==> src/hdl/dfu_request_state_machine_defines.svh <==
// Assertion macros for the DFU request state machine.
`ifndef DFU_REQUEST_STATE_MACHINE_DEFINES_SVH
`define DFU_REQUEST_STATE_MACHINE_DEFINES_SVH

// Same-cycle implication, sampled on clk, off while rst_n is low.
`define DFU_ASSERT_NOW(lbl, ante, cons, msg) \
  lbl: assert property (@(posedge clk) disable iff (!rst_n) (ante) |-> (cons)) \
    else $error(msg);

// Next-cycle implication, sampled on clk, off while rst_n is low.
`define DFU_ASSERT_NEXT(lbl, ante, cons, msg) \
  lbl: assert property (@(posedge clk) disable iff (!rst_n) (ante) |=> (cons)) \
    else $error(msg);

`endif

==> src/hdl/dfu_pkg.sv <==
// Shared types and constants of the DFU request state machine.
package dfu_pkg;

  localparam int XFER_BYTES   = 64;
  localparam int PAGE_BYTES   = 64;
  localparam int XFER_SHIFT   = $clog2(XFER_BYTES);
  localparam int PAGE_SHIFT   = $clog2(PAGE_BYTES);
  localparam int STATUS_BYTES = 6;
  localparam int MANIFEST_POLL = 100;

  localparam int Q_DEPTH = 2;
  localparam int Q_AW    = $clog2(Q_DEPTH);
  localparam int Q_CW    = $clog2(Q_DEPTH + 1);

  localparam int CFG_IDX_W  = 3;
  localparam int CFG_DATA_W = 32;

  // configuration register indexes
  localparam logic [CFG_IDX_W-1:0] REG_IMAGE_BASE   = 3'd0;
  localparam logic [CFG_IDX_W-1:0] REG_FLASH_LIMIT  = 3'd1;
  localparam logic [CFG_IDX_W-1:0] REG_ERASE_POLL   = 3'd2;
  localparam logic [CFG_IDX_W-1:0] REG_PROGRAM_POLL = 3'd3;

  localparam logic [31:0] RST_IMAGE_BASE   = 32'd0;
  localparam logic [31:0] RST_FLASH_LIMIT  = 32'd16384;
  localparam logic [7:0]  RST_ERASE_POLL   = 8'd20;
  localparam logic [7:0]  RST_PROGRAM_POLL = 8'd5;

  // request codes
  localparam logic [3:0] CMD_GETSTATUS  = 4'd0;
  localparam logic [3:0] CMD_GETSTATE   = 4'd1;
  localparam logic [3:0] CMD_DNLOAD     = 4'd2;
  localparam logic [3:0] CMD_UPLOAD     = 4'd3;
  localparam logic [3:0] CMD_CLRSTATUS  = 4'd4;
  localparam logic [3:0] CMD_ABORT      = 4'd5;
  localparam logic [3:0] CMD_FLASH_DONE = 4'd7;
  localparam logic [3:0] CMD_VERIFY     = 4'd8;

  localparam logic [1:0] STAT_OK      = 2'd0;
  localparam logic [1:0] STAT_VERIFY  = 2'd1;
  localparam logic [1:0] STAT_ADDRESS = 2'd2;

  localparam logic [1:0] KIND_ACK    = 2'd0;
  localparam logic [1:0] KIND_STATUS = 2'd1;
  localparam logic [1:0] KIND_STATE  = 2'd2;
  localparam logic [1:0] KIND_DATA   = 2'd3;

  typedef enum logic [2:0] {
    ST_IDLE        = 3'd0,
    ST_DNLOAD_SYNC = 3'd1,
    ST_DNBUSY      = 3'd2,
    ST_DNLOAD_IDLE = 3'd3,
    ST_MANIFEST    = 3'd4,
    ST_ERROR       = 3'd5
  } dfu_state_t;

  typedef enum logic [2:0] {
    OP_NOP,
    OP_GETSTATUS,
    OP_GETSTATE,
    OP_DNLOAD,
    OP_UPLOAD,
    OP_CLEAR,
    OP_FLASH_DONE,
    OP_VERIFY
  } op_t;

  typedef struct packed {
    logic [31:0] image_base;
    logic [31:0] flash_limit;
    logic [7:0]  erase_poll_ms;
    logic [7:0]  program_poll_ms;
  } cfg_t;

  typedef struct packed {
    logic [3:0]  cmd;
    logic [15:0] block_index;
    logic [15:0] req_length;
    logic        verify_ok;
  } dfu_in_t;

  typedef struct packed {
    logic [1:0]  reply_kind;
    logic [6:0]  reply_len;
    logic [31:0] read_addr;
    logic [6:0]  capture_len;
    logic        flash_start;
    logic [31:0] flash_addr;
    logic [1:0]  status_code;
    logic [7:0]  poll_ms;
    logic [2:0]  dfu_state;
    logic        reboot_app;
  } dfu_out_t;

  // classified request as it sits in the queue
  typedef struct packed {
    op_t         op;
    logic [31:0] addr;       // image_base + block * XFER_BYTES
    logic [31:0] addr_end;   // addr + XFER_BYTES, wrapped
    logic        len_zero;
    logic        len_over;   // longer than one transfer block
    logic [6:0]  len_cap;    // length clipped to one transfer block
    logic [6:0]  rlen_short; // status/state reply length
    logic        verify_ok;
  } q_item_t;

endpackage

==> src/hdl/dfu_front.sv <==
// Front end: takes requests, decodes them and computes block addresses.
module dfu_front (
  input  logic             clk,
  input  logic             rst_n,
  input  dfu_pkg::cfg_t    cfg,
  input  logic             in_valid,
  output logic             in_ready,
  input  dfu_pkg::dfu_in_t in_data,
  output logic             fr_valid,
  input  logic             fr_ready,
  output dfu_pkg::q_item_t fr_item
);
  import dfu_pkg::*;

  logic     valid_r, valid_nxt;
  q_item_t  item_r, item_nxt;
  logic     accept;
  logic [16:0] blk_next;

  assign in_ready = !valid_r || fr_ready;
  assign accept   = in_valid && in_ready;
  assign blk_next = {1'b0, in_data.block_index} + 17'd1;

  always_comb begin
    item_nxt          = '0;
    item_nxt.addr     = cfg.image_base + (32'(in_data.block_index) << XFER_SHIFT);
    item_nxt.addr_end = cfg.image_base + (32'(blk_next) << XFER_SHIFT);
    item_nxt.len_zero = (in_data.req_length == 16'd0);
    item_nxt.len_over = (in_data.req_length > 16'(XFER_BYTES));
    item_nxt.len_cap  = item_nxt.len_over ? 7'(XFER_BYTES) : in_data.req_length[6:0];
    item_nxt.verify_ok = in_data.verify_ok;
    case (in_data.cmd)
      CMD_GETSTATUS: begin
        item_nxt.op = OP_GETSTATUS;
        item_nxt.rlen_short = (in_data.req_length < 16'(STATUS_BYTES)) ?
                              in_data.req_length[6:0] : 7'(STATUS_BYTES);
      end
      CMD_GETSTATE: begin
        item_nxt.op = OP_GETSTATE;
        item_nxt.rlen_short = item_nxt.len_zero ? 7'd0 : 7'd1;
      end
      CMD_DNLOAD:     item_nxt.op = OP_DNLOAD;
      CMD_UPLOAD:     item_nxt.op = OP_UPLOAD;
      CMD_CLRSTATUS:  item_nxt.op = OP_CLEAR;
      CMD_ABORT:      item_nxt.op = OP_CLEAR;
      CMD_FLASH_DONE: item_nxt.op = OP_FLASH_DONE;
      CMD_VERIFY:     item_nxt.op = OP_VERIFY;
      default:        item_nxt.op = OP_NOP;
    endcase
  end

  always_comb begin
    valid_nxt = valid_r;
    if (accept) begin
      valid_nxt = 1'b1;
    end else if (fr_ready) begin
      valid_nxt = 1'b0;
    end
  end

  always_ff @(posedge clk) begin
    if (!rst_n) begin
      valid_r <= 1'b0;
    end else begin
      valid_r <= valid_nxt;
    end
  end

  always_ff @(posedge clk) begin
    if (accept) begin
      item_r <= item_nxt;
    end
  end

  assign fr_valid = valid_r;
  assign fr_item  = item_r;

endmodule

==> src/hdl/dfu_queue.sv <==
// Short queue between front end and back end.
module dfu_queue (
  input  logic             clk,
  input  logic             rst_n,
  input  logic             push_valid,
  output logic             push_ready,
  input  dfu_pkg::q_item_t push_item,
  output logic             pop_valid,
  input  logic             pop_ready,
  output dfu_pkg::q_item_t pop_item
);
  import dfu_pkg::*;

  q_item_t            mem_r [Q_DEPTH];
  logic [Q_AW-1:0]    wr_ptr_r, wr_ptr_nxt;
  logic [Q_AW-1:0]    rd_ptr_r, rd_ptr_nxt;
  logic [Q_CW-1:0]    count_r, count_nxt;
  logic               push, pop;

  assign push_ready = (count_r != Q_CW'(Q_DEPTH));
  assign pop_valid  = (count_r != '0);
  assign push       = push_valid && push_ready;
  assign pop        = pop_valid && pop_ready;
  assign pop_item   = mem_r[rd_ptr_r];

  always_comb begin
    wr_ptr_nxt = wr_ptr_r;
    rd_ptr_nxt = rd_ptr_r;
    count_nxt  = count_r;
    if (push) begin
      wr_ptr_nxt = (wr_ptr_r == Q_AW'(Q_DEPTH - 1)) ? '0 : wr_ptr_r + 1'b1;
    end
    if (pop) begin
      rd_ptr_nxt = (rd_ptr_r == Q_AW'(Q_DEPTH - 1)) ? '0 : rd_ptr_r + 1'b1;
    end
    if (push && !pop) begin
      count_nxt = count_r + 1'b1;
    end else if (pop && !push) begin
      count_nxt = count_r - 1'b1;
    end
  end

  always_ff @(posedge clk) begin
    if (!rst_n) begin
      wr_ptr_r <= '0;
      rd_ptr_r <= '0;
      count_r  <= '0;
    end else begin
      wr_ptr_r <= wr_ptr_nxt;
      rd_ptr_r <= rd_ptr_nxt;
      count_r  <= count_nxt;
    end
  end

  always_ff @(posedge clk) begin
    if (push) begin
      mem_r[wr_ptr_r] <= push_item;
    end
  end

endmodule

==> src/hdl/dfu_back.sv <==
// Back end: DFU state machine, status registers and reply register.
module dfu_back (
  input  logic              clk,
  input  logic              rst_n,
  input  dfu_pkg::cfg_t     cfg,
  input  logic              bk_valid,
  output logic              bk_ready,
  input  dfu_pkg::q_item_t  bk_item,
  output logic              out_valid,
  input  logic              out_ready,
  output dfu_pkg::dfu_out_t out_data
);
  import dfu_pkg::*;

  dfu_state_t  state_r, state_nxt;
  logic [1:0]  status_r, status_nxt;
  logic [7:0]  poll_r, poll_nxt;
  logic [31:0] pend_addr_r, pend_addr_nxt;
  logic [6:0]  pend_len_r, pend_len_nxt;
  logic        flash_armed_r, flash_armed_nxt;
  logic        manifest_armed_r, manifest_armed_nxt;
  logic        out_valid_r, out_valid_nxt;
  dfu_out_t    out_r, out_nxt;
  logic        pop;

  // address checks
  logic        dn_bad;
  logic        up_past;
  logic [31:0] up_end;
  logic [31:0] up_room;
  logic [6:0]  up_len;

  assign bk_ready = !out_valid_r || out_ready;
  assign pop      = bk_valid && bk_ready;

  assign dn_bad  = bk_item.len_over || (bk_item.addr < cfg.image_base) ||
                   (bk_item.addr_end > cfg.flash_limit);
  assign up_past = (bk_item.addr >= cfg.flash_limit);
  assign up_end  = bk_item.addr + 32'(bk_item.len_cap);
  assign up_room = cfg.flash_limit - bk_item.addr;
  assign up_len  = up_past ? 7'd0 :
                   (up_end > cfg.flash_limit) ? up_room[6:0] : bk_item.len_cap;

  always_comb begin
    state_nxt          = state_r;
    status_nxt         = status_r;
    poll_nxt           = poll_r;
    pend_addr_nxt      = pend_addr_r;
    pend_len_nxt       = pend_len_r;
    flash_armed_nxt    = flash_armed_r;
    manifest_armed_nxt = manifest_armed_r;
    out_nxt            = '0;
    out_nxt.reply_kind = KIND_ACK;

    case (bk_item.op)
      OP_GETSTATUS: begin
        if (state_r == ST_DNLOAD_SYNC && pend_len_r != '0) begin
          status_nxt      = STAT_OK;
          poll_nxt        = (pend_addr_r[PAGE_SHIFT-1:0] == '0) ?
                            cfg.erase_poll_ms : cfg.program_poll_ms;
          state_nxt       = ST_DNBUSY;
          flash_armed_nxt = 1'b1;
          out_nxt.flash_start = 1'b1;
        end
        out_nxt.reply_kind = KIND_STATUS;
        out_nxt.reply_len  = bk_item.rlen_short;
      end
      OP_GETSTATE: begin
        out_nxt.reply_kind = KIND_STATE;
        out_nxt.reply_len  = bk_item.rlen_short;
      end
      OP_DNLOAD: begin
        if (!bk_item.len_zero) begin
          if (dn_bad) begin
            status_nxt = STAT_ADDRESS;
            state_nxt  = ST_ERROR;
          end else begin
            flash_armed_nxt     = 1'b0;
            pend_addr_nxt       = bk_item.addr;
            pend_len_nxt        = bk_item.len_cap;
            out_nxt.capture_len = bk_item.len_cap;
            state_nxt           = ST_DNLOAD_SYNC;
          end
        end else begin
          // zero-length download ends the image
          status_nxt         = STAT_OK;
          poll_nxt           = 8'(MANIFEST_POLL);
          state_nxt          = ST_MANIFEST;
          manifest_armed_nxt = 1'b1;
        end
      end
      OP_UPLOAD: begin
        out_nxt.reply_kind = KIND_DATA;
        out_nxt.reply_len  = up_len;
        out_nxt.read_addr  = bk_item.addr;
      end
      OP_CLEAR: begin
        state_nxt          = ST_IDLE;
        status_nxt         = STAT_OK;
        poll_nxt           = '0;
        pend_addr_nxt      = '0;
        pend_len_nxt       = '0;
        flash_armed_nxt    = 1'b0;
        manifest_armed_nxt = 1'b0;
      end
      OP_FLASH_DONE: begin
        if (flash_armed_r) begin
          flash_armed_nxt = 1'b0;
          pend_addr_nxt   = '0;
          pend_len_nxt    = '0;
          status_nxt      = STAT_OK;
          poll_nxt        = '0;
          state_nxt       = ST_DNLOAD_IDLE;
        end
      end
      OP_VERIFY: begin
        if (manifest_armed_r) begin
          manifest_armed_nxt = 1'b0;
          if (bk_item.verify_ok) begin
            out_nxt.reboot_app = 1'b1;
          end else begin
            status_nxt = STAT_VERIFY;
            state_nxt  = ST_ERROR;
          end
        end
      end
      default: begin
      end
    endcase

    out_nxt.flash_addr  = pend_addr_nxt;
    out_nxt.status_code = status_nxt;
    out_nxt.poll_ms     = poll_nxt;
    out_nxt.dfu_state   = state_nxt;

    out_valid_nxt = out_valid_r;
    if (pop) begin
      out_valid_nxt = 1'b1;
    end else if (out_ready) begin
      out_valid_nxt = 1'b0;
    end
  end

  always_ff @(posedge clk) begin
    if (!rst_n) begin
      state_r          <= ST_IDLE;
      status_r         <= STAT_OK;
      poll_r           <= '0;
      pend_addr_r      <= '0;
      pend_len_r       <= '0;
      flash_armed_r    <= 1'b0;
      manifest_armed_r <= 1'b0;
      out_valid_r      <= 1'b0;
    end else begin
      if (pop) begin
        state_r          <= state_nxt;
        status_r         <= status_nxt;
        poll_r           <= poll_nxt;
        pend_addr_r      <= pend_addr_nxt;
        pend_len_r       <= pend_len_nxt;
        flash_armed_r    <= flash_armed_nxt;
        manifest_armed_r <= manifest_armed_nxt;
      end
      out_valid_r <= out_valid_nxt;
    end
  end

  always_ff @(posedge clk) begin
    if (pop) begin
      out_r <= out_nxt;
    end
  end

  assign out_valid = out_valid_r;
  assign out_data  = out_r;

endmodule

==> src/hdl/dfu_request_state_machine.sv <==
// Top level of the DFU request state machine: config registers and the three stages.
//
// Usage
//   in_*  : one decoded control request or event per request (getstatus,
//           getstate, download, upload, clrstatus, abort, flash-write done,
//           manifest verify result); valid/ready.
//   out_* : exactly one reply per request, in request order; valid/ready.
//   cfg_* : write-only register port (image base, flash limit, two poll
//           timeouts); write only while no request is in flight.
// Timing
//   A request passes the decode register (loaded on accept), then one queue
//   slot, then the reply register; out_valid rises when the reply register loads.
//   Throughput is one request per cycle while out_ready stays high. Every path
//   is a decode, one 32-bit add and a handful of 32-bit compares; nothing iterates.
// Reset
//   Synchronous, active low. Clears the DFU state to idle, status to ok,
//   poll timeout, pending block and arm flags, and reloads the config
//   defaults. No clearing pass is needed.
// Back-pressure
//   When out_ready is low the reply register holds; the two-entry queue and
//   the decode register keep filling, then in_ready drops. Nothing is lost.
module dfu_request_state_machine (
  input  logic                             clk,
  input  logic                             rst_n,
  input  logic                             in_valid,
  output logic                             in_ready,
  input  dfu_pkg::dfu_in_t                 in_data,
  output logic                             out_valid,
  input  logic                             out_ready,
  output dfu_pkg::dfu_out_t                out_data,
  input  logic                             cfg_we,
  input  logic [dfu_pkg::CFG_IDX_W-1:0]    cfg_index,
  input  logic [dfu_pkg::CFG_DATA_W-1:0]   cfg_wdata
);
  import dfu_pkg::*;

`include "dfu_request_state_machine_defines.svh"

  cfg_t    cfg_r, cfg_nxt;

  // front end to queue
  logic    fr_valid;
  logic    fr_ready;
  q_item_t fr_item;

  // queue to back end
  logic    q_valid;
  logic    q_ready;
  q_item_t q_item;

  // reply terms for the checks below
  logic    chk_fstart, chk_busy;
  logic    chk_capture, chk_sync_ack;
  logic    chk_reboot, chk_plain_ack;

  // config register file; unknown indexes are dropped
  always_comb begin
    cfg_nxt = cfg_r;
    if (cfg_we) begin
      case (cfg_index)
        REG_IMAGE_BASE:   cfg_nxt.image_base      = cfg_wdata;
        REG_FLASH_LIMIT:  cfg_nxt.flash_limit     = cfg_wdata;
        REG_ERASE_POLL:   cfg_nxt.erase_poll_ms   = cfg_wdata[7:0];
        REG_PROGRAM_POLL: cfg_nxt.program_poll_ms = cfg_wdata[7:0];
        default: begin
        end
      endcase
    end
  end

  always_ff @(posedge clk) begin
    if (!rst_n) begin
      cfg_r.image_base      <= RST_IMAGE_BASE;
      cfg_r.flash_limit     <= RST_FLASH_LIMIT;
      cfg_r.erase_poll_ms   <= RST_ERASE_POLL;
      cfg_r.program_poll_ms <= RST_PROGRAM_POLL;
    end else begin
      cfg_r <= cfg_nxt;
    end
  end

  // decode and address arithmetic
  dfu_front u_front (
    .clk      (clk),
    .rst_n    (rst_n),
    .cfg      (cfg_r),
    .in_valid (in_valid),
    .in_ready (in_ready),
    .in_data  (in_data),
    .fr_valid (fr_valid),
    .fr_ready (fr_ready),
    .fr_item  (fr_item)
  );

  // decouples decode from execution
  dfu_queue u_queue (
    .clk        (clk),
    .rst_n      (rst_n),
    .push_valid (fr_valid),
    .push_ready (fr_ready),
    .push_item  (fr_item),
    .pop_valid  (q_valid),
    .pop_ready  (q_ready),
    .pop_item   (q_item)
  );

  // DFU state machine and reply register
  dfu_back u_back (
    .clk       (clk),
    .rst_n     (rst_n),
    .cfg       (cfg_r),
    .bk_valid  (q_valid),
    .bk_ready  (q_ready),
    .bk_item   (q_item),
    .out_valid (out_valid),
    .out_ready (out_ready),
    .out_data  (out_data)
  );

  assign chk_fstart    = out_valid && out_data.flash_start;
  assign chk_busy      = (out_data.dfu_state == ST_DNBUSY);
  assign chk_capture   = out_valid && (out_data.capture_len != 7'd0);
  assign chk_sync_ack  = (out_data.dfu_state == ST_DNLOAD_SYNC) &&
                         (out_data.reply_kind == KIND_ACK);
  assign chk_reboot    = out_valid && out_data.reboot_app;
  assign chk_plain_ack = (out_data.reply_kind == KIND_ACK) && !out_data.flash_start &&
                         (out_data.capture_len == 7'd0);

  // a flash write is only ever armed on the way into dnbusy
  `DFU_ASSERT_NOW(a_fstart_busy, chk_fstart, chk_busy, "flash_start outside dnbusy")
  // payload capture only on a clean download, which lands in dnload_sync
  `DFU_ASSERT_NOW(a_capture_sync, chk_capture, chk_sync_ack, "capture outside dnload_sync")
  // a passed verify only raises reboot on a plain ack
  `DFU_ASSERT_NOW(a_reboot_ack, chk_reboot, chk_plain_ack, "reboot on a non-ack reply")
  // a decoded request pushed into the queue is visible to the back end next cycle
  `DFU_ASSERT_NEXT(a_queue_push, fr_valid && fr_ready, q_valid, "queue push lost")

endmodule

==> config.mk <==
export PLATFORM = sky130hd
export DESIGN_NAME = dfu_request_state_machine
export DESIGN_NICKNAME = d
export VERILOG_FILES = /design/src/hdl/dfu_pkg.sv /design/src/hdl/dfu_front.sv /design/src/hdl/dfu_queue.sv /design/src/hdl/dfu_back.sv /design/src/hdl/dfu_request_state_machine.sv
export VERILOG_INCLUDE_DIRS = /design/src /design/src/hdl
export SDC_FILE = /design/constraint.sdc
export NUM_CORES = 1
export LEC_CHECK = 0
export BUFFER_PORTS_ARGS = -buffer_cell sky130_fd_sc_hd__buf_2
export CORE_UTILIZATION = 55
export CTS_CLUSTER_SIZE = 10
export DETAILED_ROUTE_END_ITERATION = 12
export PLACE_DENSITY = 0.7
export SLEW_MARGIN = 20
export SYNTH_ARGS = -nofsm -noshare
export SYNTH_HDL_FRONTEND = slang
export SYNTH_SLANG_ARGS = --single-unit
export TNS_END_PERCENT = 1
==> constraint.sdc <==
create_clock -name clk -period 9 [get_ports clk]
set_input_delay 0.9 -clock clk [delete_from_list [all_inputs] [get_ports clk]]
set_output_delay 0.9 -clock clk [all_outputs]
set_load 0.02 [all_outputs]
After elaboration in Yosys (flattened, before gate mapping)
Memory sizes are Yosys's and may differ from the RTL's. A register that Yosys moved wholly into a read port is not among the register bits.
Cells that the tools add are included.

cells by class
  reduce and logical (&&, ||, !) cells = 38
  mux-type cells = 54
  add/subtract/negate cells = 9
  bitwise operators = 1
  order comparisons = 6
  equal/unequal tests = 24

operators by type and width
  kind                                                                            number
  32-bit two-way mux                                                              3
  32-bit case mux with 3 select lines                                             1
  32-bit > comparator                                                             2
  7-bit two-way mux                                                               6
  32-bit by 22-bit adder with 32-bit output                                       1
  32-bit by 23-bit adder with 32-bit output                                       1
  32-bit by 7-bit adder with 32-bit output                                        1
  32-bit greater-or-equal comparator                                              1
  32-bit less-than comparator                                                     1
  8-bit two-way mux                                                               4
  8-bit case mux with 4 select lines                                              1
  9-bit case mux with 3 select lines                                              1
  3-bit case mux with 7 select lines                                              1
  7-bit case mux with 3 select lines                                              1
  3-bit two-way mux                                                               6
  16-bit by 1-bit adder with 17-bit output (second input constant)                1
  1-bit two-way mux                                                               17
  16-bit by 7-bit > comparator with 1-bit output (second input constant)          1
  16-bit logical NOT                                                              1
  16-bit by 3-bit less-than comparator with 1-bit output (second input constant)  1
  2-bit two-way mux                                                               8
  3-bit case mux with 5 select lines                                              1
  7-bit case mux with 2 select lines                                              1
  3-bit by 2-bit equality test with 1-bit output (second input constant)          4
  other kinds (30)                                                                66

word-level totals
  word-level logic and storage cells = 167
  input bits = 77
  flip-flop bits (word level) = 319
  output and inout port bits = 97
  memory bits (writable) = 168
  memories kept = 1

memories
  memory         depth  width  read ports  clocked after memory_dff  wr ports  line             source
  u_queue.mem_r  2      84     1           1                         1         dfu_queue.sv:14  q_item_t mem_r [Q_DEPTH];

Longest topological paths before layout
Gate-level depths: netlist (run 1).

  depth in word-level cells = 6
  gate-level depth with buffers = 28
  gate-level depth less buffers = 22

By module
From an unflattened synthesis (run 1), not the netlist that was laid out.

second synthesis, totals
  cell total of the unflattened synthesis = 2,045
  area, all modules = 24,115.6 µm²

by module, submodules not included
  module                     area each (µm²)  cells an instance  sequential area each (µm²)  instances
  dfu_back                   9,973.3          1,033              3,953.8                     1
  dfu_queue                  6,318.6          285                5,144.9                     1
  dfu_front                  4,769.6          424                2,362.3                     1
  dfu_request_state_machine  3,054.2          303                1,601.5                     1

Worst setup path after synthesis (run 1)
OpenSTA, ideal clock, no wires.

  path type = flip-flop to flip-flop
  start = register with a tool-made name
  end = register u_back.out_r (netlist bit u_back.out_data[86]), data pin
  buffers on the path = 6
  clock period less this slack = 5,845 ps
  required time = 8,844 ps
  arrival = 5,689 ps
  cell stages (with the launch flop) = 27
  library setup time = 156 ps
  path slack = 3,155 ps
  path through = dfxtp_1 buf_4 buf_6 buf_6 buf_2 buf_1 mux2i_1 inv_1 ha_1 nor2b_1 o21ai_0 a21boi_0 o21a_1 o311a_1 and3_1 nand2_1 xnor2_1 ha_1 a211oi_1 o21ai_0 a311o_1 a211o_1 a21oi_1 a31o_2 clkbuf_1 mux2_2 o22ai_1

RTL lines
  what                    line             source
  end signal: assignment  dfu_back.sv:170  out_r <= out_nxt;
  end: declaration        dfu_back.sv:23   dfu_out_t out_r, out_nxt;

==> results of run 1 <==
[layout make-up]
cell class,count,share of cell area (%)
well taps,532,2.58
clock buffers,96,5.84
multi-input cells,1344,36.5
repair buffers,190,3.85
flip-flops and latches,470,49.2
inverters,128,1.87
clock inverters,4,0.179
[registers in the layout, summed over array words and instances, names as in the netlist, 2 cells and up, named ones only]
name,cells
u_back.status_r,2
u_back.state_r,3
u_queue.mem_r,156
cfg_r,80
u_queue.count_r,2
u_back.pend_addr_r,32
u_back.out_data,95
u_front.fr_item,78
u_back.poll_r,8
u_back.pend_len_r,7
[logic make-up after synthesis]
family                   synth area share, %
buffers and inverters                   3.34
multiplexers                            4.49
XOR/XNOR                                3.52
flip-flops                              55.6
other                                 0.0164
AO/OA/AOI/OAI                           12.2
AND/OR/NAND/NOR                         11.2
adder cells (fa/ha/maj)                 9.60
[power by group]
| part | internal, W | switching (W) | leakage (nW) | total [W] |
|---|---|---|---|---|
| clock network | 0.00112 | 0.000839 | 0.738 | 0.00196 |
| registers | 0.00271 | 0.000157 | 4.28 | 0.00286 |
| logic | 0.000741 | 0.00134 | 4.74 | 0.00208 |
| total | 0.00457 | 0.00234 | 9.75 | 0.00691 |
[per-layer routing]
metal  track usage [%]  routed length [um]
met3              4.51                3800
met2              46.3               28100
met4              12.9                2480
met5                 0                  10
met1              35.2               24200
[worst max path at each step]
| stage | from | cells after the start | end | slack (ps) |
|---|---|---|---|---|
| 2_1_floorplan | flop | 26 | u_back.out_data[86]$_DFFE_PP_ | 3150 |
| 5_1_grt | flop | 22 | u_back.out_data[87]$_DFFE_PP_ | 2410 |
| 4_1_cts | flop | 21 | u_back.out_data[87]$_DFFE_PP_ | 2760 |
| 6_report | flop | 21 | u_back.out_data[87]$_DFFE_PP_ | 2630 |
| 3_3_place_gp | flop | 21 | u_back.out_data[87]$_DFFE_PP_ | 2760 |
| 3_5_place_dp | flop | 21 | u_back.out_data[87]$_DFFE_PP_ | 2810 |
[placed cells by master, fill, tap and decap left out, types with 5 or more instances in the layout]
cell,Yosys,routed
o22ai_1,10,10
nor2_1,121,119
a22o_1,39,39
or3_1,6,6
nor3_1,29,28
buf_4,1,17
edfxtp_1,329,329
xor2_1,13,13
o21ai_0,62,62
nand4_1,24,24
and3_1,12,11
a21o_1,26,26
ha_1,169,169
xnor2_1,79,79
a211oi_1,13,13
o211ai_1,14,14
and4_1,8,8
clkbuf_1,44,41
or2_2,6,6
nor4_1,9,9
inv_1,126,126
nand2b_1,17,17
a221oi_1,5,5
o2bb2ai_1,32,32
dfxtp_1,141,140
o211a_1,7,7
clkbuf_16,0,53
mux2_2,37,37
o21a_1,16,16
nor2b_1,21,21
nand3_1,36,36
nand2_1,233,233
a21oi_1,154,154
buf_2,10,173
and2_1,12,11
mux2i_1,61,61
[per-stage QoR]
| stage | hold WS [ps] | setup slack [ps] | cell area (um2) |
|---|---|---|---|
| after floorplan | 421 | 3150 | 22900 |
| after global placement | 422 | 2760 | 24300 |
| after detailed placement | 430 | 2810 | 24300 |
| after CTS | 441 | 2760 | 25800 |
| after global routing | 449 | 2410 | 25800 |
| final | 442 | 2630 | 25800 |
[worst max-delay path: cells and delay by family, from the launching register on]
family                     cells  cell delay (ps)
muxes                          2              810
DFF                            1             1000
adders and majority gates      3              770
AOI/OAI and AO/OA              9             2260
and+or+nand+nor                4              790
buffers and inverters          2              240
xor gates and xnor gates       1              190
==> flow_summary.ini, run 1 <==
[sta]
worst_pin_slew_ps = 1040
relSlewSlack_pct = 30.7
setup_tns_ps = 0
period_minus_slack_ps = 6370
finClkSkew_ps = 33.0
hold_viol_final = 0
finalSetupViolations = 0
fin_crit_sh_pct = 70.8
fmax_mhz = 157
rsz0062_at_grt = false
slew_violations = 0

[die]
rows = 74
ios = 174
fp.dieW_um = 206
coreArea_um2 = 40900
die_h_um = 206
start_util_pct = 55.9
design.die.area_um2 = 42400

[cts]
cts.repair.resized = 0
cts_setup_buffers = 0
root_buffer = clkbuf_16
htreeDepth = 2
cts_tree = yes
cts.hold.buffers_added = 0
cts.sinks = 470
cts_made_buffers = 53
clockBufferDepth = 3
path_clk_slew_ps = 60
clk_latency_ps = 610

[synth]
synth_common_cells = 329 x edfxtp_1, 233 x nand2_1, 169 x ha_1
ys_seq_elements = 470
yosysUniqueCellTypes = 76
ys.flop_type = edfxtp_1
synth_top_area_share_pct = 43.2
yosysMostFrequentCell = edfxtp_1
synth_area_leader_cell = edfxtp_1
syn_avg_cell_area_um2 = 11.4
ys_seq_area_share_pct = 55.6
synth_area_leaders = edfxtp_1 43%, dfxtp_1 12%, ha_1 9.3%
netlist_area_um2 = 22900
synth-warning-count = 0
async_flop_share_pct = 0
synthCells = 2002
synth_edf_count = 329

[cells_and_area]
syn2layout_area_growth_pct = 13.0
antenna_cells = 0
utilization_pct = 63.1
multi_input_area_um2 = 9430
drive_gt1_share_pct = 14.1
num-nets-final = 2437
seq_area_um2 = 12700
stdcell_count = 2764
fillCellCount = 3270

[critical_path]
reg2regPathDepth = 21
worstPathRequired_ps = 9310
startpoint_type = flop
crit_arrival_ps = 6680
critPathMaxStageDelay_ps = 1000
crit_path_top_delay_cell = dfxtp_4
worstSetupPathType = flop to flop
crit_fanout = 52
reg2reg_slack_ps = 2630
rr_endpoint = u_back.out_data[87]$_DFFE_PP_
worstPathCellList = mux2i_1 > inv_1 > ha_1 > inv_1 > fa_1 > nor2b_1 > o21ai_0 > a21boi_0 > o21a_1 > o31ai_1 > nor3_1 > xnor2_1 > ha_1 > nand4_1 > nor3_1 > o21ai_0 > o211ai_1 > a21oi_1 > a31o_2 > mux2_2 > o22ai_1
end_kind = flop

[grt]
grt_max_degree = 88
grt-ovfl-total = 0
grt_pass1_vias = 16000
grt_pass1_wl_mm = 88.1
antenna_found_initial = 1
track_usage_pct = 27.7

[min_path]
whs_path_depth = 0
whs_endpoint = u_queue.mem_r[0][40]$_DFFE_PP_
hp-class = flop to flop
min_from = u_front.fr_item[40]$_DFFE_PP_

[power_and_ir_drop]
leakage_nw = 9.75
p_per_area_nw_per_um2 = 267
ir_drop_v = 0.000159
finalPower_w = 0.00691

[route]
first_pass_iters = 5
avgRoutedWirePerCell_um = 21.2
viasPerCell = 5.89
route.vias.total = 16300
drc = 0
drt_iter0_markers = 1058
wl_mm = 58.6
postRouteAntennaNets = 0

[placed_design]
dp.cells = 2664
numPortBuffers = 173
gp_congestion = 0.917
dpl.hpwl_mm = 40.9

[run]
drv_cap = 0

[status]
status = finished, final reports clean
No activity file was read; power rests on OpenSTA's default activity.
==> run 2: changes to the inputs <==
==> constraint.sdc (replaced) <==
create_clock -name clk -period 6.45 [get_ports clk]
set_input_delay 0.645 -clock clk [delete_from_list [all_inputs] [get_ports clk]]
set_output_delay 0.645 -clock clk [all_outputs]
set_load 0.02 [all_outputs]
==> run 2 against run 1 <==
  * Via count shrank 0.58%
  * Hold slack got worse by 200 ps
  * Wire length shrank 0.12%
  * Global-route usage is 0.46 points higher
  * Core utilization grew 0.44 points
  * Critical path type unchanged
  * Largest cell class unchanged
  * Largest power group unchanged
==> flow_summary.ini, run 2 (synthesized netlist as in run 1, its figures left out) <==
[cts]
htreeDepth = 2
cts_setup_buffers = 0
clockBufferDepth = 3
cts.hold.buffers_added = 0
cts_tree = yes
clk_latency_ps = 610
cts.sinks = 470
path_clk_slew_ps = 50
cts.repair.resized = 0
cts_made_buffers = 54
root_buffer = clkbuf_16

[cells_and_area]
seq_area_um2 = 12700
multi_input_area_um2 = 9430
syn2layout_area_growth_pct = 13.8
num-nets-final = 2448
antenna_cells = 0
final_common_cell = edfxtp_1
largest_register_ffs = 156
stdcell_count = 2776
fillCellCount = 3242
most-common-layout-cells = 329 x edfxtp_1, 233 x nand2_1, 173 x buf_2
regMostFlops = u_queue.mem_r
drive_gt1_share_pct = 14.8

[critical_path]
crit_arrival_ps = 6230
crit_fanout = 20
rr_endpoint = u_back.out_data[87]$_DFFE_PP_
worstPathRequired_ps = 6870
crit_path_top_delay_cell = nor4_1
cpMostUsedCell = ha_1
startpoint_type = flop
worstSetupPathType = flop to flop
reg2reg_slack_ps = 640
worstPathCellList = buf_4 > mux2i_1 > inv_1 > ha_1 > nor2b_1 > o21ai_0 > a211oi_2 > nand3_1 > nor4_2 > xnor2_1 > ha_1 > nand4_1 > nor4_1 > a31o_2 > mux2_2 > o22ai_1
end_kind = flop
reg2regPathDepth = 16
critPathMaxStageDelay_ps = 620

[min_path]
min_from = in_data[0]
hp-class = input pin to flop
whs_path_depth = 1
whs_endpoint = u_front.fr_item[0]$_DFFE_PP_

[sta]
setup_tns_ps = 0
relSlewSlack_pct = 24.8
slew_violations = 0
hold_viol_final = 0
period_minus_slack_ps = 5810
fmax_mhz = 172
finalSetupViolations = 0
fin_crit_sh_pct = 90.1
finClkSkew_ps = 30.4
rsz0062_at_grt = false
worst_pin_slew_ps = 1130

[route]
route.vias.total = 16200
drt_iter0_markers = 1056
wl_mm = 58.5
postRouteAntennaNets = 0
avgRoutedWirePerCell_um = 21.1
drc = 0
viasPerCell = 5.83
first_pass_iters = 5

[placed_design]
dp.cells = 2674
gp_congestion = 0.920
dpl.hpwl_mm = 41.7
numPortBuffers = 173

[run]
drv_cap = 0

[power_and_ir_drop]
leakage_nw = 9.86
ir_drop_v = 0.000209
finalPower_w = 0.00978
p_per_area_nw_per_um2 = 376

[die]
coreArea_um2 = 40900
start_util_pct = 55.9
design.die.area_um2 = 42400
ios = 174
rows = 74
die_h_um = 206
fp.dieW_um = 206

[grt]
grt_pass1_wl_mm = 89.6
track_usage_pct = 28.2
grt_max_degree = 88
grt-ovfl-total = 0
antenna_found_initial = 1
grt_pass1_vias = 15900

[status]
status = finished, final reports clean
==> run 2: cell types whose count changed in the layout (fill, tap and decap cells not counted), sizes merged <==
cell,delta
clkinv,-1
buf,+10
clkbuf,+4
inv,-1
==> run 2: where the power goes <==
group | leakage, nW | switching (W) | internal (W)
Combinational | 4.79 | 0.00194 | 0.00106
Sequential | 4.28 | 0.000159 | 0.00377
Clock | 0.791 | 0.00116 | 0.00169
==> run 2: worst max-delay path by stage <==
stage,from,endpoint,slack (ps),depth (start not counted)
5_1_grt,flop,u_back.out_data[86]$_DFFE_PP_,340,20
4_1_cts,flop,u_back.out_data[86]$_DFFE_PP_,710,20
3_3_place_gp,flop,u_back.out_data[86]$_DFFE_PP_,930,20
3_5_place_dp,flop,u_back.out_data[86]$_DFFE_PP_,780,20
6_report,flop,u_back.out_data[87]$_DFFE_PP_,640,16
2_1_floorplan,flop,u_back.out_data[86]$_DFFE_PP_,600,26
==> run 2: stage by stage <==
step | instance area, um2 | setup WS (ps) | utilization [%] | hold WS [ps]
final | 26000 | 637 | 63.6 | 237
after global routing | 26000 | 339 | 63.6 | 220
after CTS | 26000 | 710 | 63.6 | 210
after detailed placement | 24400 | 778 | 59.5 | 431
after global placement | 24400 | 935 | 59.5 | 422
after floorplan | 22900 | 605 | - | 421
==> run 2: cell type report <==
| cell class | count | share of cell area, % |
|---|---|---|
| repair buffers | 200 | 4.16 |
| flip-flops and latches | 470 | 48.8 |
| multi-input cells | 1344 | 36.3 |
| clock buffers | 100 | 6.30 |
| clock inverters | 2 | 0.0385 |
| well taps | 532 | 2.56 |
| inverters | 128 | 1.86 |
==> run 2: metal layers <==
metal	up-vias	GRT usage (%)	part of all wire, %
li1	7702	-	-
met2	506	47.8	49
met3	113	3.72	5.4
met5	-	0	0.022
met4	2	10.2	3.1
met1	7854	36.9	43
==> run 2: critical path: cells and delay by family (launching register included) <==
family | cells | cell delay [ps]
adder cells (fa/ha/maj) | 2 | 670
flip-flops | 1 | 510
XOR/XNOR | 1 | 100
AO/OA/AOI/OAI | 4 | 1250
buffers and inverters | 2 | 580
AND/OR/NAND/NOR | 5 | 1690
multiplexers | 2 | 810
